## src/sv/htw_pkg.sv

```systemverilog
package htw_pkg;

    localparam int PTR_W   = 6;
    localparam int DL_W    = 48;
    localparam int REF_W   = 31;
    localparam int TAG_W   = 32;
    localparam int DELAY_W = 16;
    localparam int CNT_W   = 6;

    localparam logic [PTR_W-1:0] EMPTY_PTR = 6'd63;

    typedef enum logic [2:0] {
        CMD_ADD        = 3'd0,
        CMD_EXISTS     = 3'd1,
        CMD_DELETE     = 3'd2,
        CMD_CANCEL_ALL = 3'd3,
        CMD_TICK       = 3'd4
    } t_cmd;

    typedef enum logic [2:0] {
        KIND_ADDED       = 3'd0,
        KIND_EXISTS      = 3'd1,
        KIND_DELETED     = 3'd2,
        KIND_FIRED       = 3'd3,
        KIND_TICK_DONE   = 3'd4,
        KIND_CANCEL_DONE = 3'd5
    } t_kind;

    typedef enum logic [1:0] {
        ST_OK        = 2'd0,
        ST_BAD_DELAY = 2'd1,
        ST_POOL_FULL = 2'd2,
        ST_NOT_FOUND = 2'd3
    } t_status;

    typedef enum logic [2:0] {
        S_CLEAR,
        S_IDLE,
        S_MOD,
        S_SLOT_WAIT,
        S_SLOT_USE,
        S_WALK,
        S_EMIT
    } t_state;

    typedef enum logic [1:0] {
        RP_LOAD,
        RP_MUL,
        RP_SUB,
        RP_FIX
    } t_rem_ph;

    typedef struct packed {
        t_kind              kind;
        t_status            status;
        logic [REF_W-1:0]   timer_ref;
        logic [DL_W-1:0]    deadline;
        logic [TAG_W-1:0]   tag;
        logic               found;
        logic [CNT_W-1:0]   live;
        logic               last;
    } t_result;

endpackage

```

## src/sv/htw_out_stage.sv

```systemverilog
module htw_out_stage (
    input  logic             i_clk,
    input  logic             i_rst_n,
    input  logic             i_load,
    input  htw_pkg::t_result i_res,
    input  logic             i_stall,
    output logic             o_free,
    output logic             o_valid,
    output htw_pkg::t_result o_res
);
    import htw_pkg::*;

    logic    r_valid;
    t_result r_res;

    assign o_free  = !r_valid || !i_stall;
    assign o_valid = r_valid;
    assign o_res   = r_res;

    always_ff @(posedge i_clk) begin
        if (!i_rst_n) begin
            r_valid <= 1'b0;
        end else if (i_load) begin
            r_valid <= 1'b1;
        end else if (!i_stall) begin
            r_valid <= 1'b0;
        end
    end

    always_ff @(posedge i_clk) begin
        if (i_load) begin
            r_res <= i_res;
        end
    end

endmodule

```

## config.mk

```make
export PLATFORM = sky130hd
export DESIGN_NAME = htw_out_stage
export DESIGN_NICKNAME = d
export VERILOG_FILES = /design/src/sv/htw_pkg.sv /design/src/sv/htw_out_stage.sv
export SDC_FILE = /design/constraint.sdc
export NUM_CORES = 1
export LEC_CHECK = 0
export BUFFER_PORTS_ARGS = -buffer_cell sky130_fd_sc_hd__buf_2
export CAP_MARGIN = 20
export CORE_ASPECT_RATIO = 1.4
export CORE_MARGIN = 2
export CORE_UTILIZATION = 35
export CTS_CLUSTER_SIZE = 28
export DETAILED_ROUTE_END_ITERATION = 16
export HOLD_SLACK_MARGIN = 0.1
export PLACE_DENSITY = 0.71
export SLEW_MARGIN = 15
export SYNTH_ARGS = -nofsm -noshare
export SYNTH_HDL_FRONTEND = slang
export SYNTH_SLANG_ARGS = --single-unit
```

## constraint.sdc

```tcl
create_clock -name i_clk -period 0.8 [get_ports i_clk]
set_input_delay 0.16 -clock i_clk [delete_from_list [all_inputs] [get_ports i_clk]]
set_output_delay 0.16 -clock i_clk [all_outputs]
set_load 0.05 [all_outputs]
```

==> results of run 1 <==
per-stage QoR:
stage	instance area (µm²)	std cells	utilization, %	hold slack (ns)	setup TNS (ns)
3_3_place_gp	5290	525	50.9	0.336	-7.26
3_5_place_dp	5290	525	50.9	0.338	-8.27
2_1_floorplan	3770	128	-	0.259	0
logic make-up after synthesis:
logic type / Yosys count / share of synthesized area [%]
flops: 125 / 99.6
simple gates: 2 / 0.266
compound gates: 1 / 0.133
==> metrics.md, run 1 <==
| Metric | Value |
|---|---|
| Syn Inst Count | 128 |
| CTS sink cnt | 125 |
| Syn avg cell area | 29.4 µm² |
| Flops & latches, synth | 125 |
| Row cnt | 44 |
| Ports | 254 |
| Post-synth EDFFs | 124 |
| Hpwl dp | 6660 µm |
| TritonCTS Buffers | 17 |
| YS warnings | 0 |
| Synthesized area | 3760 µm² |
| RD Place Congestion | 0.798 |
| Die extent in y | 127 µm |
| Setup slack at placement | -0.0880 ns |
| Top-area cell type share of the netlist area | 99.1% |
| Netlist cell types | 5 |
| # port buffers | 253 |
| H-Tree Depth | 4 |
| Starting Density | 36.1% |
| Share of the yosys chip area belonging to registers | 99.6% |
| Setup bufs post-CTS | 0 |
| First Err | [ERROR RSZ-0060] Max buffer count reached. |
| Status | aborted with a tool error |
| Leading area contributor after synthesis | edfxtp_1 |
| Top-count cell post-synth | edfxtp_1 |
| Stopping stage | clock tree synthesis (4_1_cts) |
| Most instantiated cells after synthesis | edfxtp_1, a21oi_1, dfxtp_1, nand2_1, nor2b_1 |
| Synth async-reset ratio | 0% |
| Hold_buf cts | 112 |
| Post-CTS Resized | 253 |
| Syn Nets | 256 |
| Largest cells by area after synthesis | edfxtp_1, dfxtp_1, nor2b_1 |
| Die Span X | 91.6 µm |
| Synth Flop Type | edfxtp_1 |
| Clock buffer depth | 2 |
| Root Driver | clkbuf_16 |
==> run 2, diff against run 1 <==
- CORE_ASPECT_RATIO: 1.4 -> default
- CORE_UTILIZATION: 35 -> 20
- CTS_CLUSTER_SIZE: 28 -> default
- HOLD_SLACK_MARGIN: 0.1 -> default
- PLACE_DENSITY: 0.71 -> default
- PLACE_DENSITY_LB_ADDON: default -> 0.15
==> metrics.md, run 2 <==
| Metric | Value |
|---|---|
| Status | finished, violations left (was aborted with a tool error) |
| Failing checks | negative setup slack |
| Synthesized area | 3760 µm² (unchanged) |
| First DRT Iteration DRCs | 106 |
| Syn Nets | 256 (unchanged) |
| Layout Nets | 666 |
| Final Hold Fails | 0 |
| Comb pwr share | 20.1% |
| Worst Tran Pin Value | 0.298 ns |
| Slowest stage cell on the critical path | edfxtp_1 |
| Internal | 14,000 µW |
| CP bufs+invs | 1 |
| Die extent in y | 141 µm (was 127 µm) |
| Leakage | 0.00339 µW |
| Top-area cell type share of the netlist area | 99.1% (unchanged) |
| Global-route wire length before repair | 17,200 µm |
| Worst hold path depth | 3 |
| Syn avg cell area | 29.4 µm² (unchanged) |
| DRT Wirelength | 11,400 µm |
| Switching portion of total power | 28.4% |
| Via-per-instance ratio | 3.65 |
| Vias in the first global route | 3,266 |
| CP Class | reg2out |
| Post-Layout Cell Count | 786 |
| Total GRT Usage | 11.7% |
| WL/cell | 14.6 µm |
| Hold_sp | i_stall |
| Switching power | 5570 µW |
| Crit path capture type | output pin |
| CP required | 0.64 ns |
| Top-count cell post-synth | edfxtp_1 (unchanged) |
| Antenna violations before repair | 1 |
| Post-route cell area | 8110 µm² |
| Post-synth EDFFs | 124 (unchanged) |
| Most frequent cells in the layout | buf_2, dlygate4sd3_1, buf_6 |
| Vias after detailed routing | 2,872 |
| H-Tree Depth | 4 (unchanged) |
| Die footprint | 19,900 µm² |
| Reg area | 3750 µm² |
| Ports | 254 (unchanged) |
| CTS tree | done |
| Pre-Repair DR Iteration Count | 4 |
| RR Startpoint | o_valid |
| Largest cells by area after synthesis | edfxtp_1, dfxtp_1, nor2b_1 (unchanged) |
| Critical Path Source Type | flop |
| Row cnt | 50 (was 44) |
| Rel. slew slack | 80.1% |
| Netlist cell types | 5 (unchanged) |
| TNS Setup | -40.66 ns |
| Minimum clock period | 1.16 ns |
| Synth Flop Type | edfxtp_1 (unchanged) |
| Layout cells sized above 1 | 54.3% |
| RD Place Congestion | 0.713 (was 0.798) |
| Final period util | 145% |
| Flops & latches, synth | 125 (unchanged) |
| # port buffers | 253 (unchanged) |
| Skew-Pair Late Insertion Delay | 0.41 ns |
| Max FFs per register | 124 |
| Pwr dens | 2420 nW/µm² |
| CP Depth | 1 |
| Maxcap violations | 0 |
| Delay of the slowest cell on the worst path | 0.41 ns |
| Placed insts | 628 (was 525) |
| Sequential share of power | 41.0% |
| FMAX | 862 MHz |
| Reg-to-Reg End | o_valid |
| Critical path fanouts, max | 1 |
| Final Worst Setup Slack | -0.360 ns |
| Cell Chain, Critical Path | buf_6 |
| Share of the yosys chip area belonging to registers | 99.6% (unchanged) |
| Leading area contributor after synthesis | edfxtp_1 (unchanged) |
| Starting Density | 20.2% (was 36.1%) |
| Number of fill cells in the layout | 1,675 |
| Area grow syn2layout | 116% |
| Core area | 18,600 µm² |
| # DRC | 0 |
| YS warnings | 0 (unchanged) |
| Hold Crit Class | in2reg |
| RSZ-0062 raised after global routing | true |
| Max VDD drop | 1.40 mV |
| Post-DP Area | 5480 µm² (was 5290 µm²) |
| Die Span X | 141 µm (was 91.6 µm) |
| Synth async-reset ratio | 0% (unchanged) |
| Clk_skew | 0 ns |
| Clock Pin Slew Worst Setup and Hold Paths | 0.06 ns |
| Multi-input gate area | 22.5 µm² |
| Top delay family on crit path | flip-flops |
| Syn Inst Count | 128 (unchanged) |
| Hpwl dp | 7850 µm (was 6660 µm) |
| Root Driver | clkbuf_16 (unchanged) |
| Pin count of the biggest net entering global routing | 27 |
| Most common cell after layout, fill and taps aside | buf_2 |
| Clock buffer depth | 2 (unchanged) |
| R2R cell count | 2 |
| WHS Endpoint | o_valid |
| Clk network pwr share | 38.8% |
| Worst reg2reg setup slack | 0.10 ns |
| Final setup fails | 126 |
| Routed Antenna Nets | 0 |
| Critical path arrival | 1.00 ns |
| TritonCTS Buffers | 17 (unchanged) |
| Most instantiated cells after synthesis | edfxtp_1, a21oi_1, dfxtp_1, nand2_1, nor2b_1 (unchanged) |
| CTS sink cnt | 125 (unchanged) |
| Overflow after GRT | 0 |
| Max-slew violations | 0 |
-- run 2: what timing repair did --
item	in CTS	in global routing
gates resized for setup	253	0
buffers inserted	0	0
pin swaps	0	0
setup endpoints to repair	126	126
endpoints found under the hold margin	125	0
hold buffers	125	0
-- run 2: worst max path at each step --
stage	startpoint	to	slack [ns]
final	o_res[47]	o_res[47]	-0.36
after global routing	o_res[43]	o_res[43]	-0.41
after CTS	o_res[47]	o_res[47]	-0.39
after detailed placement	i_load	o_res[0]	-0.21
after global placement	i_load	o_res[55]	-0.21
after floorplan	o_res[0]	o_res[0]	0.04
-- run 2: kinds of logic (layout without fill, tap and decap cells) --
| logic type | Yosys count | after routing | share of synthesized area, % |
|---|---|---|---|
| AOI/OAI and AO/OA | 1 | 1 | 0.133 |
| and+or+nand+nor | 2 | 2 | 0.266 |
| DFF | 125 | 125 | 99.6 |
| other | 0 | 1 | 0 |
| buffers and inverters | 0 | 423 | 0 |
-- run 2: power by group through the flow --
stage          Combinational, µW  Sequential [µW]  Clock (µW)
2_1_floorplan               14.3             9870           0
3_3_place_gp                2870             8050           0
3_5_place_dp                2880             8030           0
4_1_cts                     3970             8040        7840
5_1_grt                     4100             8090        8100
6_report                    3940             8040        7610
-- run 2: layout make-up --
type / instances / area share, %
clock buffer: 17 / 5.25
multi-input combinational: 3 / 0.278
antenna: 1 / 0.0309
timing repair buffer: 391 / 42.7
tap: 234 / 3.61
clock inverter: 15 / 1.97
sequential: 125 / 46.2
-- run 2: per-stage QoR --
stage | hold WS (ns) | utilization [%] | setup WS, ns | power [µW]
finish | 0.0901 | 43.6 | -0.360 | 19600
global route | 0.0910 | 43.6 | -0.406 | 20300
CTS | 0.0280 | 43.6 | -0.391 | 19900
detailed placement | 0.338 | 29.5 | -0.214 | 10900
global placement | 0.337 | 29.5 | -0.209 | 10900
floorplan | 0.259 | - | 0.0394 | 9890
-- run 2: routing by layer --
layer / share of wire, % / GRT usage [%]
met1: 36 / 11.9
met2: 51 / 19.6
met3: 11 / 6.56
met4: 1.8 / 5.21
met5: 0 / 0
-- run 2: worst min-delay path: cells and delay by family --
kind | cells | cell delay [ns]
and+or+nand+nor | 1 | 0.10
buffers and inverters | 1 | 0.12
AOI/OAI and AO/OA | 1 | 0.09
(Power assumes the default switching activity.)
