**src/sv/htw_pkg.sv**
```systemverilog
package htw_pkg;

    localparam int PTR_W   = 6;
    localparam int DL_W    = 48;
    localparam int REF_W   = 31;
    localparam int TAG_W   = 32;
    localparam int DELAY_W = 16;
    localparam int CNT_W   = 6;

    localparam logic [PTR_W-1:0] EMPTY_PTR = 6'd63;

    typedef enum logic [2:0] {
        CMD_ADD        = 3'd0,
        CMD_EXISTS     = 3'd1,
        CMD_DELETE     = 3'd2,
        CMD_CANCEL_ALL = 3'd3,
        CMD_TICK       = 3'd4
    } t_cmd;

    typedef enum logic [2:0] {
        KIND_ADDED       = 3'd0,
        KIND_EXISTS      = 3'd1,
        KIND_DELETED     = 3'd2,
        KIND_FIRED       = 3'd3,
        KIND_TICK_DONE   = 3'd4,
        KIND_CANCEL_DONE = 3'd5
    } t_kind;

    typedef enum logic [1:0] {
        ST_OK        = 2'd0,
        ST_BAD_DELAY = 2'd1,
        ST_POOL_FULL = 2'd2,
        ST_NOT_FOUND = 2'd3
    } t_status;

    typedef enum logic [2:0] {
        S_CLEAR,
        S_IDLE,
        S_MOD,
        S_SLOT_WAIT,
        S_SLOT_USE,
        S_WALK,
        S_EMIT
    } t_state;

    typedef enum logic [1:0] {
        RP_LOAD,
        RP_MUL,
        RP_SUB,
        RP_FIX
    } t_rem_ph;

    typedef struct packed {
        t_kind              kind;
        t_status            status;
        logic [REF_W-1:0]   timer_ref;
        logic [DL_W-1:0]    deadline;
        logic [TAG_W-1:0]   tag;
        logic               found;
        logic [CNT_W-1:0]   live;
        logic               last;
    } t_result;

endpackage

```
**src/sv/htw_rem_unit.sv**
```systemverilog
module htw_rem_unit #(
    parameter int WHEEL_SLOTS = 1024
) (
    input  logic                           i_clk,
    input  logic                           i_rst_n,
    input  logic                           i_start,
    input  logic [htw_pkg::DL_W-1:0]       i_value,
    output logic                           o_done,
    output logic [$clog2(WHEEL_SLOTS)-1:0] o_rem
);
    import htw_pkg::*;

    localparam int SW    = $clog2(WHEEL_SLOTS);
    localparam int SW1   = SW + 1;
    localparam int DIG_W = 16;
    localparam int NDIG  = DL_W / DIG_W;
    localparam logic [SW:0] MODV  = SW1'(WHEEL_SLOTS);
    localparam logic [31:0] MODW  = 32'(WHEEL_SLOTS);
    localparam logic [31:0] RECIP = 32'((64'd1 << 32) / 64'(WHEEL_SLOTS));

    t_rem_ph          r_ph, n_ph;
    logic             r_busy;
    logic [1:0]       r_dig;
    logic             r_done;
    logic [DL_W-1:0]  r_shift;
    logic [31:0]      r_v;
    logic [15:0]      r_q;
    logic [SW:0]      r_raw;
    logic [SW-1:0]    r_rem;
    logic [63:0]      w_prod;
    logic [31:0]      w_qm;

    // remainder folded in 16-bit digits: quotient estimate by reciprocal,
    // low by at most one, then one compare and subtract
    always_comb begin
        w_prod = {32'b0, r_v} * {32'b0, RECIP};
        w_qm   = 32'(r_q) * MODW;
    end

    always_comb begin
        n_ph = r_ph;
        if (r_busy) begin
            unique case (r_ph)
                RP_LOAD: n_ph = RP_MUL;
                RP_MUL:  n_ph = RP_SUB;
                RP_SUB:  n_ph = RP_FIX;
                RP_FIX:  n_ph = RP_LOAD;
                default: n_ph = RP_LOAD;
            endcase
        end
    end

    always_ff @(posedge i_clk) begin
        if (!i_rst_n) begin
            r_ph   <= RP_LOAD;
            r_busy <= 1'b0;
            r_dig  <= '0;
            r_done <= 1'b0;
        end else begin
            r_done <= 1'b0;
            if (i_start) begin
                r_ph   <= RP_LOAD;
                r_busy <= 1'b1;
                r_dig  <= 2'(NDIG);
            end else if (r_busy) begin
                r_ph <= n_ph;
                if (r_ph == RP_FIX) begin
                    r_dig <= r_dig - 2'd1;
                    if (r_dig == 2'd1) begin
                        r_busy <= 1'b0;
                        r_done <= 1'b1;
                    end
                end
            end
        end
    end

    always_ff @(posedge i_clk) begin
        if (i_start) begin
            r_shift <= i_value;
            r_rem   <= '0;
        end else if (r_busy) begin
            if (r_ph == RP_LOAD) begin
                r_v     <= {16'(r_rem), r_shift[DL_W-1 -: DIG_W]};
                r_shift <= {r_shift[DL_W-DIG_W-1:0], {DIG_W{1'b0}}};
            end
            if (r_ph == RP_MUL) begin
                r_q <= w_prod[47:32];
            end
            if (r_ph == RP_SUB) begin
                r_raw <= SW1'(r_v - w_qm);
            end
            if (r_ph == RP_FIX) begin
                r_rem <= (r_raw >= MODV) ? SW'(r_raw - MODV) : r_raw[SW-1:0];
            end
        end
    end

    assign o_done = r_done;
    assign o_rem  = r_rem;

endmodule

```
**config.mk**
```make
export PLATFORM = sky130hd
export DESIGN_NAME = htw_rem_unit
export DESIGN_NICKNAME = d
export VERILOG_FILES = /design/src/sv/htw_pkg.sv /design/src/sv/htw_rem_unit.sv
export SDC_FILE = /design/constraint.sdc
export NUM_CORES = 1
export LEC_CHECK = 0
export CORE_MARGIN = 3
export CORE_UTILIZATION = 55
export CTS_CLUSTER_DIAMETER = 100
export DETAILED_ROUTE_END_ITERATION = 8
export DONT_BUFFER_PORTS = 1
export HOLD_SLACK_MARGIN = 0.1
export PLACE_DENSITY = 0.7
export RECOVER_POWER = 50
export SLEW_MARGIN = 20
export SYNTH_ARGS = -nofsm -noshare
export SYNTH_HDL_FRONTEND = slang
export SYNTH_SLANG_ARGS = --single-unit
```
**constraint.sdc**
```tcl
create_clock -name i_clk -period 2.47 [get_ports i_clk]
set_clock_uncertainty 0.2 [all_clocks]
set_input_delay 0.3705 -clock i_clk [delete_from_list [all_inputs] [get_ports i_clk]]
set_output_delay 0.3705 -clock i_clk [all_outputs]
set_load 0.05 [all_outputs]
```
Word-level counts from Yosys, hierarchy flattened:

Index checks and enable logic that the tools add are counted.

* flip-flop bits (word level): 82
* bits of input ports: 51
* output and inout port bits: 11
* logic and storage cells: 46

* $add $sub $neg: 3
* order comparisons: 1
* equality and inequality tests: 4
* multiplexer cells: 13
* bitwise logic cells: 4
* reductions and logical operators: 12

Operators by type and width (number)
* two-way mux 43 bit: 3
* >= comparator 11 bit, second input constant: 1
* subtractor 11 bit: 1
* two-way mux 10 bit: 1
* subtractor 10 x 1 -> 10 bit, second input constant: 1
* AND reduction 3 bit: 3
* one-hot mux 2 bit (4 select lines): 1
* two-way mux 2 bit: 3
* AND reduction 2 bit: 3
* nonzero test 2 bit: 3
* two-way mux 1 bit: 5
* equality test 2 x 1 -> 1 bit, second input constant: 2
* equality test 2 bit, second input constant: 2
* inverter 1 bit: 4
* OR reduction 4 bit: 1
* logical NOT 2 bit: 1
* OR reduction 2 bit: 1
* subtractor 2 x 1 -> 2 bit, second input constant: 1

Longest topological paths before layout:

* word-level depth: 5
* gate-level depth with buffers: 5
* depth with buffers taken out: 4

Least setup slack after synthesis:

OpenSTA, ideal clock, no wires.

* kind: reg-to-reg
* start: reg r_busy
* end: reg r_shift[0], enable pin
* setup time: 0.386 ns
* arrival: 1.290 ns
* path slack: 0.594 ns
* cell stages (with the launch flop): 4
* path buffers: 2
* clock period less this slack: 1.876 ns
* cell sequence: dfxtp_1 buf_4 buf_4 a21o_1

* longest elaborated chain between the ends: 2

Ends and longest elaborated chain
* from (decl): line htw_rem_unit.sv:22 `logic r_busy;`
* from (signal assigned): line htw_rem_unit.sv:56 `r_busy <= 1'b0;`
* from (signal assigned): line htw_rem_unit.sv:63 `r_busy <= 1'b1;`
* from (signal assigned): line htw_rem_unit.sv:70 `r_busy <= 1'b0;`
* nonzero test 2 bit (no source line)
* AND reduction 2 bit (no source line)
* to (signal assigned): line htw_rem_unit.sv:80 `r_shift <= i_value;`
* to (signal assigned): line htw_rem_unit.sv:85 `r_shift <= {r_shift[DL_W-DIG_W-1:0], {DIG_W{1'b0}}};`
* to (decl): line htw_rem_unit.sv:25 `logic [DL_W-1:0] r_shift;`

Every way passes these cells.
A chain may end at the register's enable or synchronous reset.

Worst setup path in the final report:

* start: reg r_ph[0]
* end: reg r_shift[40], enable pin

* longest elaborated chain between the ends: 3

Ends and longest elaborated chain
* from (decl): line htw_rem_unit.sv:21 `t_rem_ph r_ph, n_ph;`
* from (signal assigned): line htw_rem_unit.sv:66 `r_ph <= n_ph;`
* logical NOT 2 bit: line htw_rem_unit.sv:83 `if (r_ph == RP_LOAD) begin`
* nonzero test 2 bit (no source line)
* AND reduction 2 bit (no source line)

Every way passes these cells.

==> results.yml <==
power_and_ir_drop:
  power.switching_uw: 432
  p_comb_share_pct: 6.1
  power.leakage_nw: 1.11
  ir_drop_v: 0.000436
  p_clk_share_pct: 36.2
  pwr_density_cell_nw_per_um2: 721
  internal_power_mw: 1.80
  p_sw_share_pct: 19.4
  power_frac_seq_pct: 57.6
sta:
  rsz0062_at_grt: "false"
  slew-limit-headroom_pct: 65.4
  tightest_slew_ns: 0.519
  drv_slew: 0
  setup-violations-final: 0
  post-route-period-util_pct: 65.3
  finalSetupTns_ns: 0
  min_period_ns: 1.61
  final_hold_viol_count: 0
  clock.fmax_mhz: 620
global_route:
  antenna_found_initial: 0
  first_global_vias: 1389
  grt_pass1_wl_um: 6080
  grt-ovfl-total: 0
  track_usage_pct: 15.0
  grt_max_degree: 47
die:
  rows: 24
  dieArea_um2: 5680
  coreArea_um2: 4500
  die_w_um: 75.4
  io_pins: 62
  initial_core_util_pct: 58.8
  die_y_um: 75.4
critical_path:
  cp.required_ns: 2.26
  cp-start-kind: "flip-flop"
  crit_path_end_kind: "flip-flop"
  endpoint: "r_shift[40]"
  cp_max_fo: 30
  arrival_ns: 1.40
  worstSetupPathType: "flip-flop to flip-flop"
  rrSetupSlack_ns: 0.86
  reg2reg_depth: 4
  worstReg2RegEnd: "r_shift[40]"
  rr_startpoint: "r_ph[0]"
  crit_start: "r_ph[0]"
cells_and_area:
  antennaDiodeCount: 0
  drive_gt1_share_pct: 19.8
  multi_input_area_um2: 673
  design_area_um2: 3100
  fillers: 324
  seq_area_um2: 1820
  syn_to_final_growth_pct: 17.0
  final_nets: 253
cts:
  cts.sinks: 66
  cts_root_buf: "clkbuf_8"
  cts.clk_slew.worst_paths_ns: 0.06
  clock_latency_ns: 0.33
  cts_buffers: 9
  h-tree-depth: 3
  clock_path_buffers: 2
  cts_tree: "built"
yosys:
  ys_top_cells_by_area: "edfxtp_1, dfxtp_1, mux2_2"
  synth-seq-cells: 66
  synth_async_sr_flop_share_pct: 0
  synthFlopType: "edfxtp_1"
  ys_warn_count: 0
  avgSynthCellArea_um2: 16.3
  ys_seq_area_share_pct: 68.8
  postSynthCellCount: 163
  syn_area_um2: 2650
  ys_types: 28
  syn_nets: 218
  yosys.area.top_type_share_pct: 56.7
  synth_top_cell_by_area: "edfxtp_1"
  synth_edf_count: 50
placement:
  post_dp_cell_area_um2: 2640
  place_congestion: 0.719
  hpwl_um: 2170
  io_buffers: 0
routing:
  routed_wl_um: 3710
  via_per_inst: 5.30
  drcViolationCount: 0
  num_vias: 1346
  drtIter0Drc: 42
  wl_per_cell_um: 14.6
  firstDrtPassIters: 4
  ant_nets: 0
run:
  maxCapViolCount: 0
hold_path:
  hold_path_class: "primary input to flip-flop"
run_status:
  status: "finished, final reports clean"
[cells in the mapped netlist (all sizes together) (2+ instances only)]
cell type   n
mux2       20
nor2        3
dfxtp      16
nand3      10
a21oi      10
inv         3
a21bo      10
buf        11
edfxtp     50
and2       12
a211o       2
ha          4
[routing by layer]
| layer | share of wire, % | global-route usage, % | vias to the layer above | wire (µm) |
|---|---|---|---|---|
| met2 | 51 | 24.5 | 46 | 1900 |
| met3 | 6.8 | 7.92 | 6 | 252 |
| met5 | 0 | 0 | - | 0 |
| met1 | 40 | 15.5 | 623 | 1490 |
| li1 | - | - | 671 | - |
| met4 | 1.7 | 8.16 | 0 | 63 |
[power groups by stage]
stage               clock network (mW)  registers (mW)  logic [mW]
floorplan                            0            1.31      0.0978
global placement                     0            1.31      0.0875
detailed placement                   0            1.31      0.0923
CTS                              0.831            1.29       0.148
global route                     0.882            1.29       0.151
finish                           0.810            1.29       0.137
[timing repair]
item	in CTS	in global routing
setup buffers	0	0
hold buffers	32	0
endpoints found under the setup margin	0	0
endpoints found under the hold margin	46	0
resized for setup	0	0
[how the worst min path moves through the flow]
stage	from	end	slack, ns	depth (start not counted)
5_1_grt	i_start	o_done	0.11	2
2_1_floorplan	r_v[0]	r_raw[0]	0.20	0
3_5_place_dp	r_v[0]	r_raw[0]	0.20	0
4_1_cts	i_start	o_done	0.10	2
6_report	i_start	o_done	0.12	2
3_3_place_gp	r_shift[39]	r_v[7]	0.20	0
[placed cells by master, fill, tap and decap left out, types with 2 or more instances in the layout]
cell	count
edfxtp_1	50
dlygate4sd3_1	31
dfxtp_1	16
mux2_2	13
nand3_1	10
a21bo_2	10
a21oi_1	9
clkbuf_8	9
and2_0	8
mux2_1	7
and2_1	4
ha_1	4
inv_1	3
nor2_1	3
buf_4	3
a211o_1	2
clkbuf_1	2
clkinv_2	2
[final cells by class]
type | instances | area share, %
Tap cell | 52 | 2.10
Clock inverter | 4 | 1.41
Inverter | 3 | 0.363
Clock buffer | 11 | 4.24
Multi-Input combinational cell | 83 | 21.7
Timing Repair Buffer | 35 | 11.4
Sequential cell | 66 | 58.8
[critical path, cell delays in order, from the launching register on]
cell	delay [ns]
dfxtp_1	0.32
inv_1	0.08
ha_1	0.20
a21o_1	0.13
buf_4	0.33
[registers in the layout, summed over array words and instances (netlist names)]
signal	cells
o_done	1
r_dig	2
o_rem	10
r_raw	10
r_busy	1
r_ph	2
r_v	10
r_shift	30
[per-stage QoR]
stage               cells  hold WS [ns]  power (mW)  worst slack (ns)  util [%]
global route          254         0.110        2.33             0.779      68.8
detailed placement    207         0.205        1.40             0.865      58.7
global placement      207         0.203        1.40             0.878      58.7
finish                254         0.124        2.23             0.856      68.8
floorplan             163         0.200        1.40             0.594         -
CTS                   254         0.101        2.27             0.851      69.9
[kinds of logic (layout without fill, tap and decap cells)]
logic type,after synthesis,after routing,share of synthesized area (%)
muxes,21,21,9.87
AOI/OAI and AO/OA,27,27,8.83
and+or+nand+nor,31,31,6.66
DFF,66,66,68.8
buffers and inverters,14,53,3.97
adders and majority gates,4,4,1.89
Power figures use the tool's default switching activity.
